--- src/hw/rtl/olb_ram.sv ---
// olb_ram: generic simple dual-port ram, one write and one registered read
// no dependencies
module olb_ram #(
  parameter int WIDTH = 8,
  parameter int DEPTH = 16
) (
  input  logic                     clk,
  input  logic                     we,
  input  logic [$clog2(DEPTH)-1:0] waddr,
  input  logic [WIDTH-1:0]         wdata,
  input  logic [$clog2(DEPTH)-1:0] raddr,
  output logic [WIDTH-1:0]         rdata
);

  logic [WIDTH-1:0] mem [DEPTH];

  // write port and registered read
  always_ff @(posedge clk) begin
    if (we) begin
      mem[waddr] <= wdata;
    end
    rdata <= mem[raddr];
  end

endmodule

--- config.mk ---
export PLATFORM = sky130hd
export DESIGN_NAME = olb_ram
export DESIGN_NICKNAME = d
export VERILOG_FILES = /design/src/hw/rtl/olb_ram.sv
export SDC_FILE = /design/constraint.sdc
export NUM_CORES = 1
export LEC_CHECK = 0
export ABC_CLOCK_PERIOD_IN_PS = 2550
export BUFFER_PORTS_ARGS = -buffer_cell sky130_fd_sc_hd__buf_2
export CORE_MARGIN = 10
export CORE_UTILIZATION = 43
export CTS_CLUSTER_DIAMETER = 50
export CTS_CLUSTER_SIZE = 30
export DETAILED_ROUTE_END_ITERATION = 10
export SYNTH_ARGS = -nofsm -noshare
export SYNTH_HDL_FRONTEND = slang
export SYNTH_SLANG_ARGS = --single-unit
--- constraint.sdc ---
create_clock -name clk -period 2.55 [get_ports clk]
set_input_delay 0.1275 -clock clk [delete_from_list [all_inputs] [get_ports clk]]
set_output_delay 0.1275 -clock clk [all_outputs]
set_load 0.02 [all_outputs]
==> metrics list, run 1 <==
- Horizontal extent of the die: 129 µm
* Pwr/cell area: 811 nW/µm²
- Highest Signal Layer: met4
- The worst setup path is captured at a flip-flop.
- Via count of the first global-routing pass: 2431
- Leaving out fill and tap cells, the most frequent cell in the layout is edfxtp_1.
* Most frequent cells in the layout: 128 x edfxtp_1, 25 x buf_2, 19 x buf_4
- The net count of the finished layout is 301.
- Counting the buffers created by CTS gives 17.
- In this run the worst path has a maximum fanout of 1.
* Fraction of final layout cells with drive strength greater than 1: 29.7%
- Port buffering added 25 buffers.
- Register area share after synthesis: 77.8%
- At the pin with the least slew margin, the transition time is 0.747 ns.
* Overall track demand over capacity in global routing: 12.8%
- At the worst endpoint, the arrival time is 1.64 ns.
- Worst Hold Class: in2reg
- The flow ran to the end, and the final reports show no timing, DRC or antenna violations.
- Clock insertion delay at the later pin of the skew report: 0.41 ns
- Die extent in y: 129 µm
- Number of setup buffers added after CTS: 0
- The number of hold buffers added after CTS was 0.
- DIE AREA: 16700 µm²
- DRC marker count from the first detailed-route iteration: 169
- The synthesized netlist occupies a cell area of 5150 µm².
* Routed met2 length: 4840 µm
- Clock sink count: 136
* Count of yosys warnings during synthesis: 0
- Finish-stage setup viols: 0
- Average wire per cell in the routed design: 22.6 µm
- Clock Skew: 0.0115 ns
- Synth-to-Final Area Change: 17.6%
- The H-tree was split into 4 levels.
- Summed over all layers, the global routing overflow is 0.
* Total vias in the final route: 2391
- Reg clk slew, reported paths: 0.06 ns
- Timing would allow up to 741 MHz.
- Final number of max-transition violations: 0
- Normalized max-slew margin: 50.0%
- After detailed routing, the number of vias per cell comes to 5.43.
- Number of search-and-repair iterations in the first detailed-routing pass: 4
* Number of cells produced by synthesis: 229
- Total length of routed wires: 9940 µm
- Utilization after layout: 52.3%
* Mean instance size in the synthesized netlist: 22.5 µm²
- Counting every net in the synthesized netlist gives 247.
- Library cell used as clock root buffer: clkbuf_16
- Delay contributed by the slowest stage of the critical path: 0.50 ns
- Standard cell with the maximum stage delay on the critical path: mux4_1
* Cell breakdown of the critical path: mux4_1 -> a22oi_1 -> nand2_1
* RD Place Congestion: 0.714
* Post-DP HPWL: 6190 µm
- Number of antenna violations at the first check in global routing: 1
* Sum of negative setup slack: 0 ns
* Crit Path Class: reg2reg
* Wire length on met3: 462 µm
* Total count of hold-check failures in the final report: 0
- Of the available clock period, the critical path in the final layout requires 52.9%.
- The detailed router put a total of 4540 µm of wire on met1.
- Initial standard-cell utilization of the core: 44.5%
- Global-route wire length before repair: 15000 µm
- Yosys mapped the design onto 19 distinct sky130hd cell types.
* Buffers plus inverters on the worst setup path: 0
- Shortest period the worst path allows: 1.35 ns
* Antenna Violating Nets Remaining: 0
- Max-cap violations in this run came to 0.
- Pleak: 0.00205 µW
- Endpoint required time on the critical path: 2.84 ns
* Pin count of the biggest net entering global routing: 33
- Buffer levels on the longest clock path: 2
- STA classifies the critical path startpoint as a flip-flop.
- Setup repair after global routing left no endpoint under its margin.
- CTS tree: yes
- Among cell families on the critical path, the largest total delay comes from multiplexers.
* Fill cell count: 878
* Core region area: 11600 µm²
- The worst-case IR drop observed on VDD is 0.475 mV.
- Synthesized flop and latch total: 136
* Final routed DRC violation total: 0
- Count of standard-cell rows: 39
- The number of gates resized after CTS was 0.
- Pin placement for this block handled 26 I/O pins.
[worst reg2reg max path, cell delays in order (launching register included)]
cell      delay, ns
edfxtp_1       0.36
mux4_1         0.51
a22oi_1        0.29
nand2_1        0.08
[sequential cells by signal, summed over array words and instances (netlist names)]
register	flops
mem	128
rdata	8
[final timing paths]
check | start | to | slack, ns | cells after the start
max | mem[9][1]$_DFFE_PP_ | rdata[1]$_DFF_P_ | 1.20 | 3
min | wdata[7] | mem[4][7]$_DFFE_PP_ | 0.10 | 1
max reg2reg | mem[9][1]$_DFFE_PP_ | rdata[1]$_DFF_P_ | 1.20 | 3
min reg2reg | mem[7][1]$_DFFE_PP_ | rdata[1]$_DFF_P_ | 0.66 | 3
[report_power, final]
group | switching (µW) | internal [µW] | total (µW)
clock network | 835 | 1320 | 2150
registers | 17.0 | 2500 | 2520
logic | 142 | 99.3 | 241
[layout make-up]
cell class | instances | area (µm²) | area share, %
well taps | 143 | 179 | 2.96
multi-input cells | 83 | 1060 | 17.5
flip-flops and latches | 136 | 4000 | 66.1
repair buffers | 45 | 288 | 4.75
diodes | 1 | 2.50 | 0.0413
clock buffers | 21 | 440 | 7.28
clock inverters | 11 | 82.6 | 1.36
[layer usage]
| metal | vias up | GRT usage, % |
|---|---|---|
| met4 | 0 | 6.15 |
| met3 | 7 | 4.00 |
| li1 | 1084 | - |
| met2 | 55 | 19.4 |
| met5 | - | 0 |
| met1 | 1245 | 16.5 |
[kinds of logic (layout without fill, tap and decap cells)]
| family | count (synthesis) | in the layout | share of synthesized area, % |
|---|---|---|---|
| mux | 32 | 32 | 15.0 |
| compound gates | 16 | 16 | 2.33 |
| flops | 136 | 136 | 77.8 |
| buf+inv | 10 | 77 | 1.68 |
| other cells | 0 | 1 | 0 |
| simple gates | 35 | 35 | 3.18 |
[through the flow]
step | hold WS [ns] | worst slack [ns] | instance area, µm² | total power, µW | cells
finish | 0.105 | 1.20 | 6050 | 4910 | 440
global route | 0.0914 | 1.15 | 6050 | 5080 | 439
CTS | 0.0891 | 1.18 | 6050 | 4970 | 439
detailed placement | 0.528 | 0.945 | 5530 | 2810 | 407
global placement | 0.518 | 0.957 | 5530 | 2810 | 407
floorplan | 0.226 | 0.930 | 5150 | 2700 | 229
[cells in the mapped netlist]
master	n	area (µm²)
a22oi_1	16	120
buf_2	3	15.0
nand3b_1	2	15.0
edfxtp_1	128	3840
nand2b_1	2	12.5
mux4_1	14	368
clkdlybuf4s25_2	3	30.0
nand3_1	1	5.00
buf_6	3	33.8
buf_4	1	7.51
nor3_1	4	20.0
mux4_2	18	405
or3b_2	1	8.76
nor2_1	13	48.8
nand2_1	9	33.8
nor2b_1	1	6.26
and2b_1	1	7.51
and2_1	1	6.26
dfxtp_1	8	160
Note: power is estimated with default switching activity, not from simulation.
==> run 2: changes to the inputs <==
--- a/config.mk
+++ b/config.mk
@@ -5,7 +5,8 @@
 export SDC_FILE = /design/constraint.sdc
 export NUM_CORES = 1
 export LEC_CHECK = 0
-export ABC_CLOCK_PERIOD_IN_PS = 2550
+export ABC_AREA = 1
+export ABC_CLOCK_PERIOD_IN_PS = 1240
 export BUFFER_PORTS_ARGS = -buffer_cell sky130_fd_sc_hd__buf_2
 export CORE_MARGIN = 10
 export CORE_UTILIZATION = 43
==> constraint.sdc (replaced) <==
create_clock -name clk -period 1.24 [get_ports clk]
set_input_delay 0.062 -clock clk [delete_from_list [all_inputs] [get_ports clk]]
set_output_delay 0.062 -clock clk [all_outputs]
set_load 0.02 [all_outputs]
==> run 2 against run 1 <==
Effect of this change:
- via count grew 57%
- critical endpoint is now rdata[5]
- largest power group unchanged
- wire length grew 27%
- die area is 10% higher
==> metrics list, run 2 <==
* Crit Path Class: reg2out
- R2R setup slack: 0.27 ns (-0.93 ns)
- Max reg flops: 128 (unchanged)
- Standard cell with the maximum stage delay on the critical path: dfxtp_1
- Clock sink count: 136 (unchanged)
- Clock insertion delay at the later pin of the skew report: 0.41 ns (about the same)
- The aggregate global-route resource usage came to 14.7% (+1.9 points).
- The cell family contributing the most delay on the critical path is flip-flops.
* Proportion of netlist area held by the largest area contributor: 66.7% (-8.0 points)
- The post-layout total power was 10500 µW (+110%).
* Delay contributed by the slowest stage of the critical path: 0.36 ns (-0.14 ns)
- Antenna Violating Nets Remaining: 0 (unchanged)
- Clock Skew: 0.00887 ns (-0.00265 ns)
- The boundary pin count came to 26 (unchanged).
- Area leader, netlist: edfxtp_1
- The data required time at the worst endpoint is 1.18 ns (-1.66 ns).
- The leakage dissipation is 0.00292 µW (+43%).
- The number of instances in the placed design came to 751 (+85%).
- The internal power came to 8360 µW (+110%).
- Timing would allow up to 999 MHz.
* Number of clock buffers inserted by TritonCTS: 17 (unchanged)
- The number of antenna cells inserted was 0 (-1).
- Total length of routed wires: 12700 µm (+27%)
* Level count of the clock H-tree: 4 (unchanged)
- The total die area came to 18400 µm² (+10%).
* Quantity of hold-fixing buffers added after cts: 0 (unchanged)
- Final number of max-transition violations: 0 (unchanged)
* Total vias in the final route: 3752 (+57%)
- Most area-consuming cells after synthesis: edfxtp_1 67%, nand2_1 11%, nand3_1 8.4%, inv_1 6.5%, dfxtp_1 2.8%
* Shortest period the worst path allows: 1.00 ns
* Synthesized flop and latch total: 136 (unchanged)
- The headroom to the max-slew limit was 58.8% (+8.8 points).
- The register with the most flip-flops in the final layout is mem.
* Reg clk slew, reported paths: 0.06 ns (about the same)
- Critical Path Source: rdata[5]$_DFF_P_
- Count of yosys warnings during synthesis: 0 (unchanged)
- The chip width came to 136 µm (+4.9%).
- The number of optimization iterations in the first detailed-route pass was 4 (unchanged).
* Die extent in y: 136 µm (+4.9%)
- The final non-filler cell total was 783 (+78%).
- The worst hold path begins at wdata[3].
- Most frequent cells in the layout: 173 x nand2_1, 128 x edfxtp_1, 100 x inv_1
- The via count of the first global-routing pass was 3688 (+52%).
* CP Max Fanout: 1 (unchanged)
- The number of setup buffers added after CTS came to 0 (unchanged).
- Net Switching: 2180 µW (+120%)
- Fraction of final layout cells with drive strength greater than 1: 12.4% (-17 points)
- The global route total overflow is 0 (unchanged).
* Global-route wire length before repair: 20300 µm (+35%)
* Worst Tran Pin Value: 0.618 ns (-0.130 ns)
- Combinational fraction of design power: 6.2% (+1.3 points)
- Resized Gates After CTS: 0 (unchanged)
- The worst setup path is captured at a primary output.
- Sum of negative setup slack: 0 ns (unchanged)
- The largest registers in the layout are mem: 128 flops, rdata: 8 flops.
* Post-DP HPWL: 7910 µm (+28%)
- Fill cell count: 1159 (+32%)
* Post-route fraction of the period consumed by the critical path: 80.7%
- Final nets: 612 (+100%)
- RSZ-0062 raised after global routing: false
- The share of the core filled with cells is 50.9% (-1.4 points).
- The sequential area share after synthesis came to 69.4% (-8.4 points).
- Count of different cell masters after synthesis: 12 (-7)
- Relative to the synthesized area, the layout overhead comes to 16.5%.
- Status: complete, no violations
- STA classifies the critical path startpoint as a flip-flop.
- Async set or reset register ratio after synthesis: 0% (unchanged)
- Library cell used as clock root buffer: clkbuf_16
- The sequential power share came to 49.1% (-2.2 points).
* RD Place Congestion: 0.765 (+7.2%)
- Total count of hold-check failures in the final report: 0 (unchanged)
- The post-synthesis net count was 569 (+130%).
- Crit path arrival time: 0.94 ns (-0.70 ns)
- Core region area: 13200 µm² (+14%)
- Main flop type after synthesis: edfxtp_1
- Average wire per cell in the routed design: 16.2 µm (-28%)
- The routed via count divided by cell count is 4.79 (-12%).
- The initial antenna violation count was 0 (-1).
- The floorplan row count is 42 (+7.7%).
- Worst Hold Class: in2reg
- The critical path goes through buf_2.
* Buffers plus inverters on the worst setup path: 1 (+1)
- The maximum vdd ir drop came to 0.929 mV (+96%).
- The startpoint identified for the worst register-to-register timing path is mem[13][0]$_DFFE_PP_.
* Top cells by instance count after synthesis: 173 x nand2_1, 128 x edfxtp_1, 100 x inv_1
- The number of maximum-capacitance violations came to 0 (unchanged).
- Buffers on Ports: 25 (unchanged)
- The number of instances in the synthesized netlist came to 551 (+140%).
- The number of design rule violations left after detail routing came to 0 (unchanged).
- TritonCTS built the clock tree.
* Most common library cell in the layout ignoring fill and taps: nand2_1
* Finish-stage setup viols: 0 (unchanged)
- Buffer levels on the longest clock path: 2 (unchanged)
- Netlist area before placement: 5770 µm² (+12%)
- The largest net degree at the start of global routing is 48 (+45%).
- Pwr/cell area: 1570 nW/µm² (+93%)
- The number of enable flip-flop cells after synthesis was 128 (unchanged).
- The detailed router's first-iteration violation count is 342 (+100%).
* Fraction of power spent switching nets: 20.7% (+0.44 points)
* Share of total power in the clock network: 44.7% (+0.9 points)
- Most used standard cell by instance count after synthesis: nand2_1
* Mean instance size in the synthesized netlist: 10.5 µm² (-53%)
- Initial standard-cell utilization of the core: 43.7% (-0.79 points)
[run 2: cell count changes after synthesis, sizes merged, moves of 2 or more]
| cell | delta |
|---|---|
| nand2 | +164 |
| nor3 | -4 |
| nand2b | -2 |
| inv | +102 |
| nor2 | +4 |
| buf | +17 |
| clkdlybuf4s25 | -3 |
| mux4 | -32 |
| nand3 | +96 |
| a22oi | -16 |
[run 2: stage by stage]
stage / area [µm²] / hold slack [ns] / setup slack [ns]
after floorplan: 5770 / 0.161 / 0.227
after global placement: 6160 / 0.462 / 0.0531
after detailed placement: 6160 / 0.457 / 0.0501
after CTS: 6720 / 0.0163 / 0.225
after global routing: 6720 / 0.0306 / 0.176
final: 6720 / 0.0323 / 0.239
[run 2: logic make-up (layout without fill, tap and decap cells)]
kind of cell,Yosys count,in the layout,share of synthesized area [%]
DFF,136,136,69.4
and+or+nand+nor,289,289,21.0
buffers and inverters,126,182,9.52
[run 2: layout make-up]
cell class / instances / area [µm²] / share of cell area, %
sequential: 136 / 4000 / 59.6
multi-input combinational: 289 / 1210 / 18.1
clock buffer: 29 / 520 / 7.75
inverter: 102 / 383 / 5.70
timing repair buffer: 48 / 335 / 4.99
tap: 176 / 220 / 3.28
clock inverter: 3 / 40.0 / 0.596
[run 2: final timing paths]
path / end / depth (start not counted)
worst max-delay path: rdata[5] / 1
worst min-delay path: mem[0][3]$_DFFE_PP_ / 1
worst min register to register: rdata[3]$_DFF_P_ / 6
worst max register to register: rdata[0]$_DFF_P_ / 6
[run 2: per-layer routing]
metal | vias to the layer above | track usage [%] | part of all wire (%)
li1 | 1856 | - | -
met3 | 14 | 4.49 | 6.1
met5 | - | 0 | 0
met1 | 1780 | 18.1 | 43
met2 | 102 | 23.7 | 49
met4 | 0 | 5.32 | 1.6
[run 2: power groups by stage]
stage / sequential (µW) / clock (µW) / combinational, µW
after floorplan: 5300 / 0 / 363
after global placement: 5260 / 0 / 655
after detailed placement: 5270 / 0 / 661
after CTS: 5170 / 4790 / 664
after global routing: 5180 / 5010 / 735
final: 5170 / 4710 / 655
