==> config.mk <==
export PLATFORM = sky130hd
export DESIGN_NAME = olb_alu
export DESIGN_NICKNAME = d
export VERILOG_FILES = /design/src/hw/rtl/olb_pkg.sv /design/src/hw/rtl/olb_alu.sv
export SDC_FILE = /design/constraint.sdc
export NUM_CORES = 1
export LEC_CHECK = 0
export ABC_CLOCK_PERIOD_IN_PS = 8300
export BUFFER_PORTS_ARGS = -buffer_cell sky130_fd_sc_hd__buf_2
export CORE_UTILIZATION = 48
export DETAILED_ROUTE_END_ITERATION = 7
export MAX_ROUTING_LAYER = met4
export PLACE_DENSITY = 0.77
export SETUP_SLACK_MARGIN = 0.5
export SYNTH_ARGS = -nofsm -noshare
export SYNTH_HDL_FRONTEND = slang
export SYNTH_SLANG_ARGS = --single-unit
==> constraint.sdc <==
create_clock -name vclk -period 8.3
set_clock_uncertainty 0.15 [all_clocks]
set_input_delay 0.83 -clock vclk [all_inputs]
set_output_delay 0.83 -clock vclk [all_outputs]
set_load 0.005 [all_outputs]
==> src/hw/rtl/olb_pkg.sv <==
// olb_pkg: shared types and codes for the order-log book builder
// memory word layouts, event kinds, status codes, register indexes, alu ops
// no dependencies
package olb_pkg;

  localparam int ALU_W = 42;

  localparam logic [39:0] VOL_CAP = 40'hFF_FFFF_FFFF;
  localparam logic [15:0] ORD_CAP = 16'hFFFF;

  // shared arithmetic unit
  typedef enum logic {
    ALU_ADD,
    ALU_SUB
  } alu_op_t;

  typedef struct packed {
    logic signed [ALU_W-1:0] sum;
    logic                    le_zero;
    logic                    lt_zero;
  } alu_res_t;

  // order slot word
  typedef struct packed {
    logic               used;
    logic [63:0]        key;
    logic               side;
    logic signed [31:0] price;
    logic [31:0]        amount;
  } slot_word_t;

  // price level word
  typedef struct packed {
    logic signed [31:0] price;
    logic [39:0]        volume;
    logic [15:0]        orders;
  } level_word_t;

  // event kinds
  localparam logic [2:0] KIND_ADD    = 3'd0;
  localparam logic [2:0] KIND_FILL   = 3'd1;
  localparam logic [2:0] KIND_MOVE   = 3'd2;
  localparam logic [2:0] KIND_CANCEL = 3'd3;
  localparam logic [2:0] KIND_REMOVE = 3'd4;

  // side codes
  localparam logic [1:0] SIDE_UNKNOWN = 2'd0;
  localparam logic [1:0] SIDE_SELL    = 2'd2;
  localparam logic [1:0] SIDE_BAD     = 2'd3;

  // orphan fill modes
  localparam logic [1:0] OFM_MISSING = 2'd0;
  localparam logic [1:0] OFM_REDUCE  = 2'd2;

  // status codes
  localparam logic [3:0] STAT_APPLIED  = 4'd0;
  localparam logic [3:0] STAT_SKIPPED  = 4'd1;
  localparam logic [3:0] STAT_BAD_SIDE = 4'd2;
  localparam logic [3:0] STAT_ZERO_AMT = 4'd3;
  localparam logic [3:0] STAT_MISSING  = 4'd4;
  localparam logic [3:0] STAT_ORPHAN   = 4'd5;
  localparam logic [3:0] STAT_REDUCED  = 4'd6;
  localparam logic [3:0] STAT_MISMATCH = 4'd7;
  localparam logic [3:0] STAT_NO_LEVEL = 4'd8;
  localparam logic [3:0] STAT_CLAMPED  = 4'd9;
  localparam logic [3:0] STAT_FULL     = 4'd10;
  localparam logic [3:0] STAT_OTHER    = 4'd11;

  // configuration register indexes
  localparam logic [2:0] CFG_COUNTER_SKIP    = 3'd0;
  localparam logic [2:0] CFG_NON_SYSTEM_SKIP = 3'd1;
  localparam logic [2:0] CFG_QUOTE_SKIP      = 3'd2;
  localparam logic [2:0] CFG_ORPHAN_FILL     = 3'd3;
  localparam logic [2:0] CFG_ORPHAN_CANCEL   = 3'd4;
  localparam logic [2:0] CFG_FILL_DELTA      = 3'd5;

endpackage

==> src/hw/rtl/olb_alu.sv <==
// olb_alu: shared 42-bit add/subtract unit with sign and zero flags
// depends on olb_pkg
module olb_alu (
  input  olb_pkg::alu_op_t                   op,
  input  logic signed [olb_pkg::ALU_W-1:0]   a,
  input  logic signed [olb_pkg::ALU_W-1:0]   b,
  output olb_pkg::alu_res_t                  res
);

  logic signed [olb_pkg::ALU_W-1:0] sum;

  // add or subtract, then flags
  always_comb begin
    sum = (op == olb_pkg::ALU_ADD) ? (a + b) : (a - b);
    res.sum     = sum;
    res.lt_zero = sum[olb_pkg::ALU_W-1];
    res.le_zero = sum[olb_pkg::ALU_W-1] | (sum == '0);
  end

endmodule

==> impl_metrics.env, run 1 <==
export IMPL_die_width_um=90.0
export IMPL_synthesis_area_um2=3710
export IMPL_clkbuf_count=0
export IMPL_finish_instance_area_um2=4370
export IMPL_first_global_vias=4326
export IMPL_synth_nets=695
export IMPL_grt_setup_unrepaired="no"
export IMPL_detailroute_wirelength_met3_um=769
export IMPL_final_seq_area_um2=0
export IMPL_grt_pass1_wl_um=20500
export IMPL_total_wire_length_um=13000
export IMPL_dr_max_layer_used="met4"
export IMPL_power_density_nw_per_um2=119
export IMPL_antenna_violations_before_repair=0
export IMPL_met2RoutedLength_um=6080
export IMPL_slew_viol_final=0
export IMPL_placer_congestion=0.999
export IMPL_timing_hold_violations_final=0
export IMPL_antenna_diode_count=0
export IMPL_path_class="input port to output port"
export IMPL_timing_critical_path_to_type="output port"
export IMPL_path_max_fanout=7
export IMPL_max_vdd_ir_drop_mv=0.0631
export IMPL_dpl_instance_area_um2=4370
export IMPL_timing_max_slew_rel_slack=0.518
export IMPL_timing_critical_path_required_ns=7.32
export IMPL_postCtsResizedCells=0
export IMPL_ys_seq_area_frac=0
export IMPL_ctsHoldBuffers=0
export IMPL_hold_crit_path_type="input port to output port"
export IMPL_post_route_drc_count=0
export IMPL_synthesis_yosys_warnings=0
export IMPL_drt_iter0_drc=329
export IMPL_design_die_area_um2=8090
export IMPL_post_synth_and_or_nand_nor_area_fraction=0.289
export IMPL_outcome="complete, no violations"
export IMPL_timing_final_crit_share=0.868
export IMPL_flow_area_growth_from_synthesis_pct=17.6
export IMPL_worst_path_buf_inv=2
export IMPL_path_delay_family="simple AND/OR/NAND/NOR gates"
export IMPL_layout_filler_cells=792
export IMPL_max_clock_freq_mhz=139
export IMPL_synth_xor_area_share=0.149
export IMPL_fin_tns_setup_ns=0
export IMPL_globalRouteOverflowTotal=0
export IMPL_detailed_place_hpwl_um=11200
export IMPL_antenna_violating_nets_post_route=0
export IMPL_num_nets_final=799
export IMPL_coreArea_um2=7370
export IMPL_start_kind="input port"
export IMPL_std_cell_rows=31
export IMPL_syn_area_per_cell_um2=6.55
export IMPL_met1_wl_um=5660
export IMPL_post_synth_mux_area_share=0.0168
export IMPL_die_height_um=90.0
export IMPL_final_min_clock_period_ns=7.21
export IMPL_cellLeakagePower_uw=0.00200
export IMPL_cap_violations=0
export IMPL_port_buffers=129
export IMPL_worstPathArrival_ns=6.23
export IMPL_finalSetupViolations=0
export IMPL_drive_gt1_frac=0.220
export IMPL_yosys_area_share_adder=0.147
export IMPL_grtUsageTotal=0.312
export IMPL_synth_cell_type_count=65
export IMPL_flops_and_latches=0
export IMPL_routed_via_density=6.23
export IMPL_initial_utilization=0.504
export IMPL_crit_path_max_incr_delay_ns=0.55
export IMPL_combinational_family_with_the_most_area_after_synthesis="compound AO/OA/AOI/OAI gates"
export IMPL_crit_slowest_cell="or4_1"
export IMPL_crit_top_cell="nor4_1"
export IMPL_post_cts_setup_bufs=0
export IMPL_drt_pass1_iterations=5
export IMPL_io_pins=129
export IMPL_dr_total_vias=4785
export IMPL_synthesized_area_fraction_occupied_by_ao_oa_aoi_and_oai_cells=0.338
export IMPL_route_detailed_wl_per_inst_um=16.9
export IMPL_grt_max_degree=42
export IMPL_worst_slew_pin_slew_ns=0.716
export IMPL_synthesis_instances=567
export IMPL_critical_path_cell_chain="buf_2 > nor4_1 > and3_1 > and3b_1 > and2_1 > nand3_1 > nor4_1 > and2_1 > a21oi_1 > xnor2_1 > ha_1 > and3_1 > nand3_1 > a211oi_1 > o21ai_1 > a21oi_1 > nor3_1 > or4_1 > nor4_1 > a31o_1 > buf_2"
report_power, final:
part           switching (µW)  leakage [µW]  internal [µW]
clock network               0             0              0
logic                     303       0.00200            217
registers                   0             0              0
Yosys cell counts (all sizes together), types with 4 or more instances:
master / number / share of area
clkbuf: 19 / 0.020
o211ai: 8 / 0.018
o21bai: 6 / 0.012
a31oi: 15 / 0.029
a21oi: 63 / 0.088
nor3: 25 / 0.034
nor4: 12 / 0.020
nand4: 17 / 0.029
o21ai: 31 / 0.042
a211oi: 7 / 0.017
nand2b: 5 / 0.0084
inv: 29 / 0.029
nor2: 53 / 0.054
and2: 10 / 0.017
buf: 8 / 0.011
xor2: 13 / 0.031
nand3: 14 / 0.019
nand2: 40 / 0.040
o21a: 11 / 0.022
ha: 42 / 0.14
mux2i: 4 / 0.011
xnor2: 50 / 0.12
or3: 8 / 0.013
and3: 8 / 0.013
a21o: 15 / 0.030
layout make-up:
| class | count | area, µm² | share of cell area |
|---|---|---|---|
| inverters | 29 | 109 | 0.0249 |
| multi-input cells | 511 | 3490 | 0.799 |
| well taps | 99 | 124 | 0.0284 |
| repair buffers | 129 | 646 | 0.148 |
layer usage:
metal	up-vias	global-route usage
met1	2189	0.389
met3	33	0.0195
li1	2339	-
met2	224	0.538
met5	-	-
met4	0	0.0954
metrics by stage:
step / setup slack, ns / std cells / hold WS [ns] / total power [µW] / utilization
CTS: 1.14 / 768 / 1.93 / 513 / 0.593
global placement: 1.30 / 768 / 1.92 / 505 / 0.593
floorplan: 2.44 / 567 / 1.65 / 342 / -
global route: 0.684 / 768 / 1.95 / 567 / 0.593
finish: 1.09 / 768 / 1.93 / 520 / 0.593
detailed placement: 1.15 / 768 / 1.92 / 510 / 0.593
worst paths after layout:
check	startpoint	end	slack, ns	depth (start not counted)
setup / recovery	b[5]	res[1]	1.09	21
hold / removal	b[0]	res[2]	1.93	4
kinds of logic (layout without fill, tap and decap cells):
kind of cell    after synthesis  count (layout)
simple gates                211             211
compound gates              188             188
xor+xnor                     63              63
buf+inv                      56             158
fa+ha+maj                    43              43
mux                           6               6
cells in the final DEF (no fill, tap or decap), types with 4 or more instances in the layout:
cell and instances:
o21ai_0 21, nand2_1 40, xnor2_1 50, inv_1 28, nor3_1 25, o211ai_1 7, a21o_1 15, buf_2 129
o21ai_1 10, nor2_1 53, nand4_1 17, nand3_1 14, a21oi_1 60, a31oi_1 14, ha_1 42, nor4_1 12
a211oi_1 5, o21a_1 11, nand2b_1 5, and2_1 10, mux2i_1 4, o21bai_1 6, or3_1 8, and3_1 8
xor2_1 13
Note: power is estimated with default switching activity, not from simulation.
==> inputs of run 2 (changes only) <==
Settings changed: ABC_CLOCK_PERIOD_IN_PS 8300 to 7500, SLEW_MARGIN set to 20.
Clock period 8.3 ns to 7.5 ns, I/O delays scaled along.
==> run 2 against run 1 <==
- sequential share of layout area unchanged
- clock-buffer cell count unchanged
- power is 10% higher
- combinational power rose by 10%
- largest cell class unchanged
- wire length down 0.52%
- first-iteration DRC count down 19%
- cell count increased by 0.13%
- non-clock buffer count up 1
- setup slack worse by 0.28 ns
- design area rose by 0.46%
==> impl_metrics.env, run 2 (synthesis results as in run 1) <==
export IMPL_cellLeakagePower_uw=0.00200
export IMPL_grt_pass1_wl_um=20700
export IMPL_antenna_violations_before_repair=0
export IMPL_hold_crit_path_type="input port to output port"
export IMPL_crit_slowest_cell="or4_1"
export IMPL_dpl_instance_area_um2=4380
export IMPL_initial_utilization=0.504
export IMPL_flops_and_latches=0
export IMPL_coreArea_um2=7370
export IMPL_post_cts_setup_bufs=0
export IMPL_detailed_place_hpwl_um=11300
export IMPL_final_min_clock_period_ns=6.68
export IMPL_design_die_area_um2=8090
export IMPL_start_kind="input port"
export IMPL_outcome="complete, no violations"
export IMPL_finalCoreUtilization=0.595
export IMPL_post_route_drc_count=0
export IMPL_drive_gt1_frac=0.224
export IMPL_placer_congestion=1.00
export IMPL_final_seq_area_um2=0
export IMPL_seq_power_share=0
export IMPL_cap_violations=0
export IMPL_route_detailed_wl_per_inst_um=16.8
export IMPL_met3_usage=0.0203
export IMPL_grt_setup_unrepaired="no"
export IMPL_switching_share=0.580
export IMPL_io_pins=129
export IMPL_finalSetupViolations=0
export IMPL_globalRouteOverflowTotal=0
export IMPL_grt_max_degree=26
export IMPL_total_wire_length_um=12900
export IMPL_most_crowded_layer_after_global_routing="met2"
export IMPL_path_class="input port to output port"
export IMPL_timing_critical_path_required_ns=6.60
export IMPL_slew_viol_final=0
export IMPL_antenna_diode_count=0
export IMPL_timing_critical_path_to_type="output port"
export IMPL_timing_hold_violations_final=0
export IMPL_first_global_vias=4432
export IMPL_pwr_share_clk=0
export IMPL_power_density_nw_per_um2=131
export IMPL_critical_path_cell_chain="buf_2 > nor4_2 > and3_1 > and3b_1 > and2_1 > nand3_1 > nor4_2 > and2_1 > a21oi_1 > xnor2_1 > ha_1 > and3_1 > nand3_1 > a211oi_1 > o21ai_1 > a21oi_1 > nor3_1 > or4_1 > nor4_1 > a31o_1 > buf_2"
export IMPL_fin_tns_setup_ns=0
export IMPL_grtUsageTotal=0.312
export IMPL_combPwrFrac=1.000
export IMPL_mostFrequentLayoutCell="buf_2"
export IMPL_pint_uw=241
export IMPL_die_width_um=90.0
export IMPL_net_switching_power_uw=333
export IMPL_timing_max_slew_rel_slack=0.570
export IMPL_max_clock_freq_mhz=150
export IMPL_flow_area_growth_from_synthesis_pct=18.2
export IMPL_clkbuf_count=0
export IMPL_port_buffers=129
export IMPL_most_common_layout_cells="buf_2 (129), a21oi_1 (60), nor2_1 (53)"
export IMPL_dr_total_vias=4672
export IMPL_antenna_violating_nets_post_route=0
export IMPL_die_height_um=90.0
export IMPL_grt_met1_usage=0.383
export IMPL_routed_via_density=6.08
export IMPL_final_setup_worst_slack_ns=0.817
export IMPL_std_cell_rows=31
export IMPL_grt_met2_usage=0.562
export IMPL_num_nets_final=800
export IMPL_pre_cts_slack_ns=0.644
export IMPL_drt_iter0_drc=267
export IMPL_finish_instance_area_um2=4390
export IMPL_drt_pass1_iterations=4
export IMPL_max_vdd_ir_drop_mv=0.0829
export IMPL_path_max_fanout=7
export IMPL_timing_final_crit_share=0.891
export IMPL_crit_path_max_incr_delay_ns=0.56
export IMPL_worstPathArrival_ns=5.78
export IMPL_worst_slew_pin_slew_ns=0.639
[run 2: cell count changes in the layout (fill, tap and decap cells not counted)]
cell / delta
nor4_2: +2
buf_4: +1
nor4_1: -2
[run 2: through the flow]
stage          power (µW)  instances  hold WS (ns)
2_1_floorplan         379        567          1.49
3_5_place_dp          565        769          1.78
5_1_grt               629        769          1.80
6_report              574        769          1.78
4_1_cts               567        769          1.78
3_3_place_gp          559        769          1.76
[run 2: critical path: cells and delay by family]
kind	cells	cell delay (ns)
AOI/OAI and AO/OA	5	0.90
adders and majority gates	1	0.43
xor gates and xnor gates	1	0.17
buffers and inverters	2	0.22
and+or+nand+nor	12	3.30
[run 2: layout make-up]
cell class | count | area [µm²]
Fill cell | 765 | 2980
Inverter | 29 | 109
Multi-Input combinational cell | 511 | 3500
Tap cell | 99 | 124
Timing Repair Buffer | 130 | 653
[run 2: timing repair]
| action | CTS | global route |
|---|---|---|
| hold buffers | 0 | 0 |
| setup endpoints to repair | 0 | 1 |
| resized for setup | 0 | 2 |
| hold endpoints to repair | 0 | 0 |
[run 2: per-layer routing]
metal	wire, µm	part of all wire
met5	0	0
met4	272	0.021
met3	651	0.050
met2	6300	0.49
met1	5670	0.44
[run 2: final timing paths]
path  start      to  depth (start not counted)
max    b[5]  res[1]                         21
min    a[0]  res[2]                          5
[run 2: power by group through the flow]
stage	clock network [µW]	registers, µW	logic, µW
final	0	0	574
after detailed placement	0	0	565
after floorplan	0	0	379
after CTS	0	0	567
after global routing	0	0	629
after global placement	0	0	559
==> inputs of run 3 (changes only) <==
Settings changed: CORE_MARGIN set to 8, CORE_UTILIZATION 48 to 27, PLACE_DENSITY 0.77 to unset.
==> run 3 against run 2 <==
- critical path depth is 2 lower
- largest cell class unchanged
- fmax is 1.8% higher
- setup slack better by 0.12 ns
- critical endpoint unchanged
- global-route usage is 16 points lower
- highest routed layer unchanged
- design area is 2.8% higher
- via count is 0.19% higher
- wire length is 12% higher
- combinational power is 2% higher
- non-clock buffer count stayed put
- flip-flop and latch count stayed put
- sequential share of layout area stayed put
==> impl_metrics.env, run 3 (synthesis results as in run 1) <==
export IMPL_detailed_place_hpwl_um=12600
export IMPL_initial_utilization=0.272
export IMPL_timing_hold_violations_final=0
export IMPL_clkbuf_count=0
export IMPL_start_kind="input port"
export IMPL_finish_instance_area_um2=4510
export IMPL_hold_crit_path_type="input port to output port"
export IMPL_layout_filler_cells=1575
export IMPL_grt_pass1_wl_um=22700
export IMPL_placer_congestion=0.931
export IMPL_max_vdd_ir_drop_mv=0.0584
export IMPL_die_height_um=133
export IMPL_power_density_nw_per_um2=131
export IMPL_die_width_um=133
export IMPL_antenna_violating_nets_post_route=0
export IMPL_finalSetupViolations=0
export IMPL_port_buffers=129
export IMPL_worst_slew_pin_slew_ns=0.675
export IMPL_timing_max_slew_rel_slack=0.545
export IMPL_cap_violations=0
export IMPL_post_cts_setup_bufs=0
export IMPL_coreArea_um2=13700
export IMPL_route_detailed_wl_per_inst_um=16.9
export IMPL_total_wire_length_um=14400
export IMPL_post_route_drc_count=0
export IMPL_timing_critical_path_required_ns=6.60
export IMPL_finalCoreUtilization=0.330
export IMPL_timing_final_crit_share=0.875
export IMPL_flops_and_latches=0
export IMPL_final_min_clock_period_ns=6.57
export IMPL_grtUsageTotal=0.155
export IMPL_num_nets_final=800
export IMPL_slew_viol_final=0
export IMPL_design_die_area_um2=17800
export IMPL_std_cell_rows=43
export IMPL_worstPathArrival_ns=5.67
export IMPL_path_max_fanout=11
export IMPL_outcome="complete, no violations"
export IMPL_fin_tns_setup_ns=0
export IMPL_dr_total_vias=4681
export IMPL_drive_gt1_frac=0.227
export IMPL_path_class="input port to output port"
export IMPL_flow_area_growth_from_synthesis_pct=21.4
export IMPL_layoutNonFillerInstCount=853
export IMPL_final_seq_area_um2=0
export IMPL_grt_setup_unrepaired="no"
export IMPL_drt_pass1_iterations=5
export IMPL_antenna_violations_before_repair=3
export IMPL_io_pins=129
export IMPL_drt_iter0_drc=291
export IMPL_cellLeakagePower_uw=0.00200
export IMPL_most_common_layout_cells="buf_2 (129), a21oi_1 (60), nor2_1 (53)"
export IMPL_mostFrequentLayoutCell="buf_2"
export IMPL_globalRouteOverflowTotal=0
export IMPL_grt_max_degree=30
export IMPL_routed_via_density=5.49
export IMPL_max_clock_freq_mhz=152
export IMPL_dpl_instance_area_um2=4480
export IMPL_timing_critical_path_to_type="output port"
export IMPL_placedCellCount=850
export IMPL_first_global_vias=4468
run 3: cell count changes in the layout (fill, tap and decap cells not counted):
cell      delta
nor4_2       +1
a311oi_1     -1
diode_2      +3
nor4_1       -1
a311oi_2     +1
run 3: repair_timing:
item | 4_1_cts | 5_1_grt
endpoints found under the setup margin | 0 | 1
hold buffers | 0 | 0
endpoints found under the hold margin | 0 | 0
resized for setup | 0 | 4
run 3: path summary, 6_finish.rpt:
kind	from	to	slack, ns	cells past startpoint
setup / recovery	b[5]	res[1]	0.93	19
hold / removal	b[0]	res[2]	1.76	4
run 3: routing by layer:
| layer | vias to the layer above | global-route usage | part of all wire |
|---|---|---|---|
| met5 | - | - | 0 |
| met2 | 206 | 0.256 | 0.46 |
| li1 | 2330 | - | - |
| met3 | 12 | 0.0226 | 0.076 |
| met4 | 0 | 0.0112 | 0.0084 |
| met1 | 2133 | 0.203 | 0.46 |
run 3: final cells by class:
| cell class | count | area, µm² | area share |
|---|---|---|---|
| Multi-Input combinational cell | 511 | 3510 | 0.779 |
| Inverter | 29 | 109 | 0.0241 |
| Antenna cell | 3 | 7.51 | 0.00166 |
| Tap cell | 180 | 225 | 0.0499 |
| Timing Repair Buffer | 130 | 653 | 0.145 |
run 3: report_power, final:
| group | total, µW | internal [µW] | switching, µW |
|---|---|---|---|
| registers | 0 | 0 | 0 |
| clock network | 0.0000535 | 0.0000535 | 0 |
| logic | 588 | 241 | 347 |
run 3: through the flow:
step           total power (µW)  hold slack, ns  setup WS (ns)
6_report                    588            1.76          0.934
5_1_grt                     648            1.78          0.567
4_1_cts                     585            1.76          0.673
3_5_place_dp                583            1.76          0.683
3_3_place_gp                583            1.76          0.761
2_1_floorplan               379            1.49           1.80
run 3: worst max-delay path: stages:
cell	delay, ns
buf_2	0.12
nor4_2	0.38
and3_1	0.29
and3b_1	0.23
and2_1	0.29
a21oi_1	0.12
xnor2_1	0.15
ha_1	0.45
a21o_1	0.28
a31oi_4	0.16
o221ai_2	0.15
or3b_4	0.41
o21a_1	0.21
or3_1	0.38
a2111oi_2	0.37
nand4b_1	0.17
nor4_1	0.45
a31o_1	0.20
buf_2	0.11
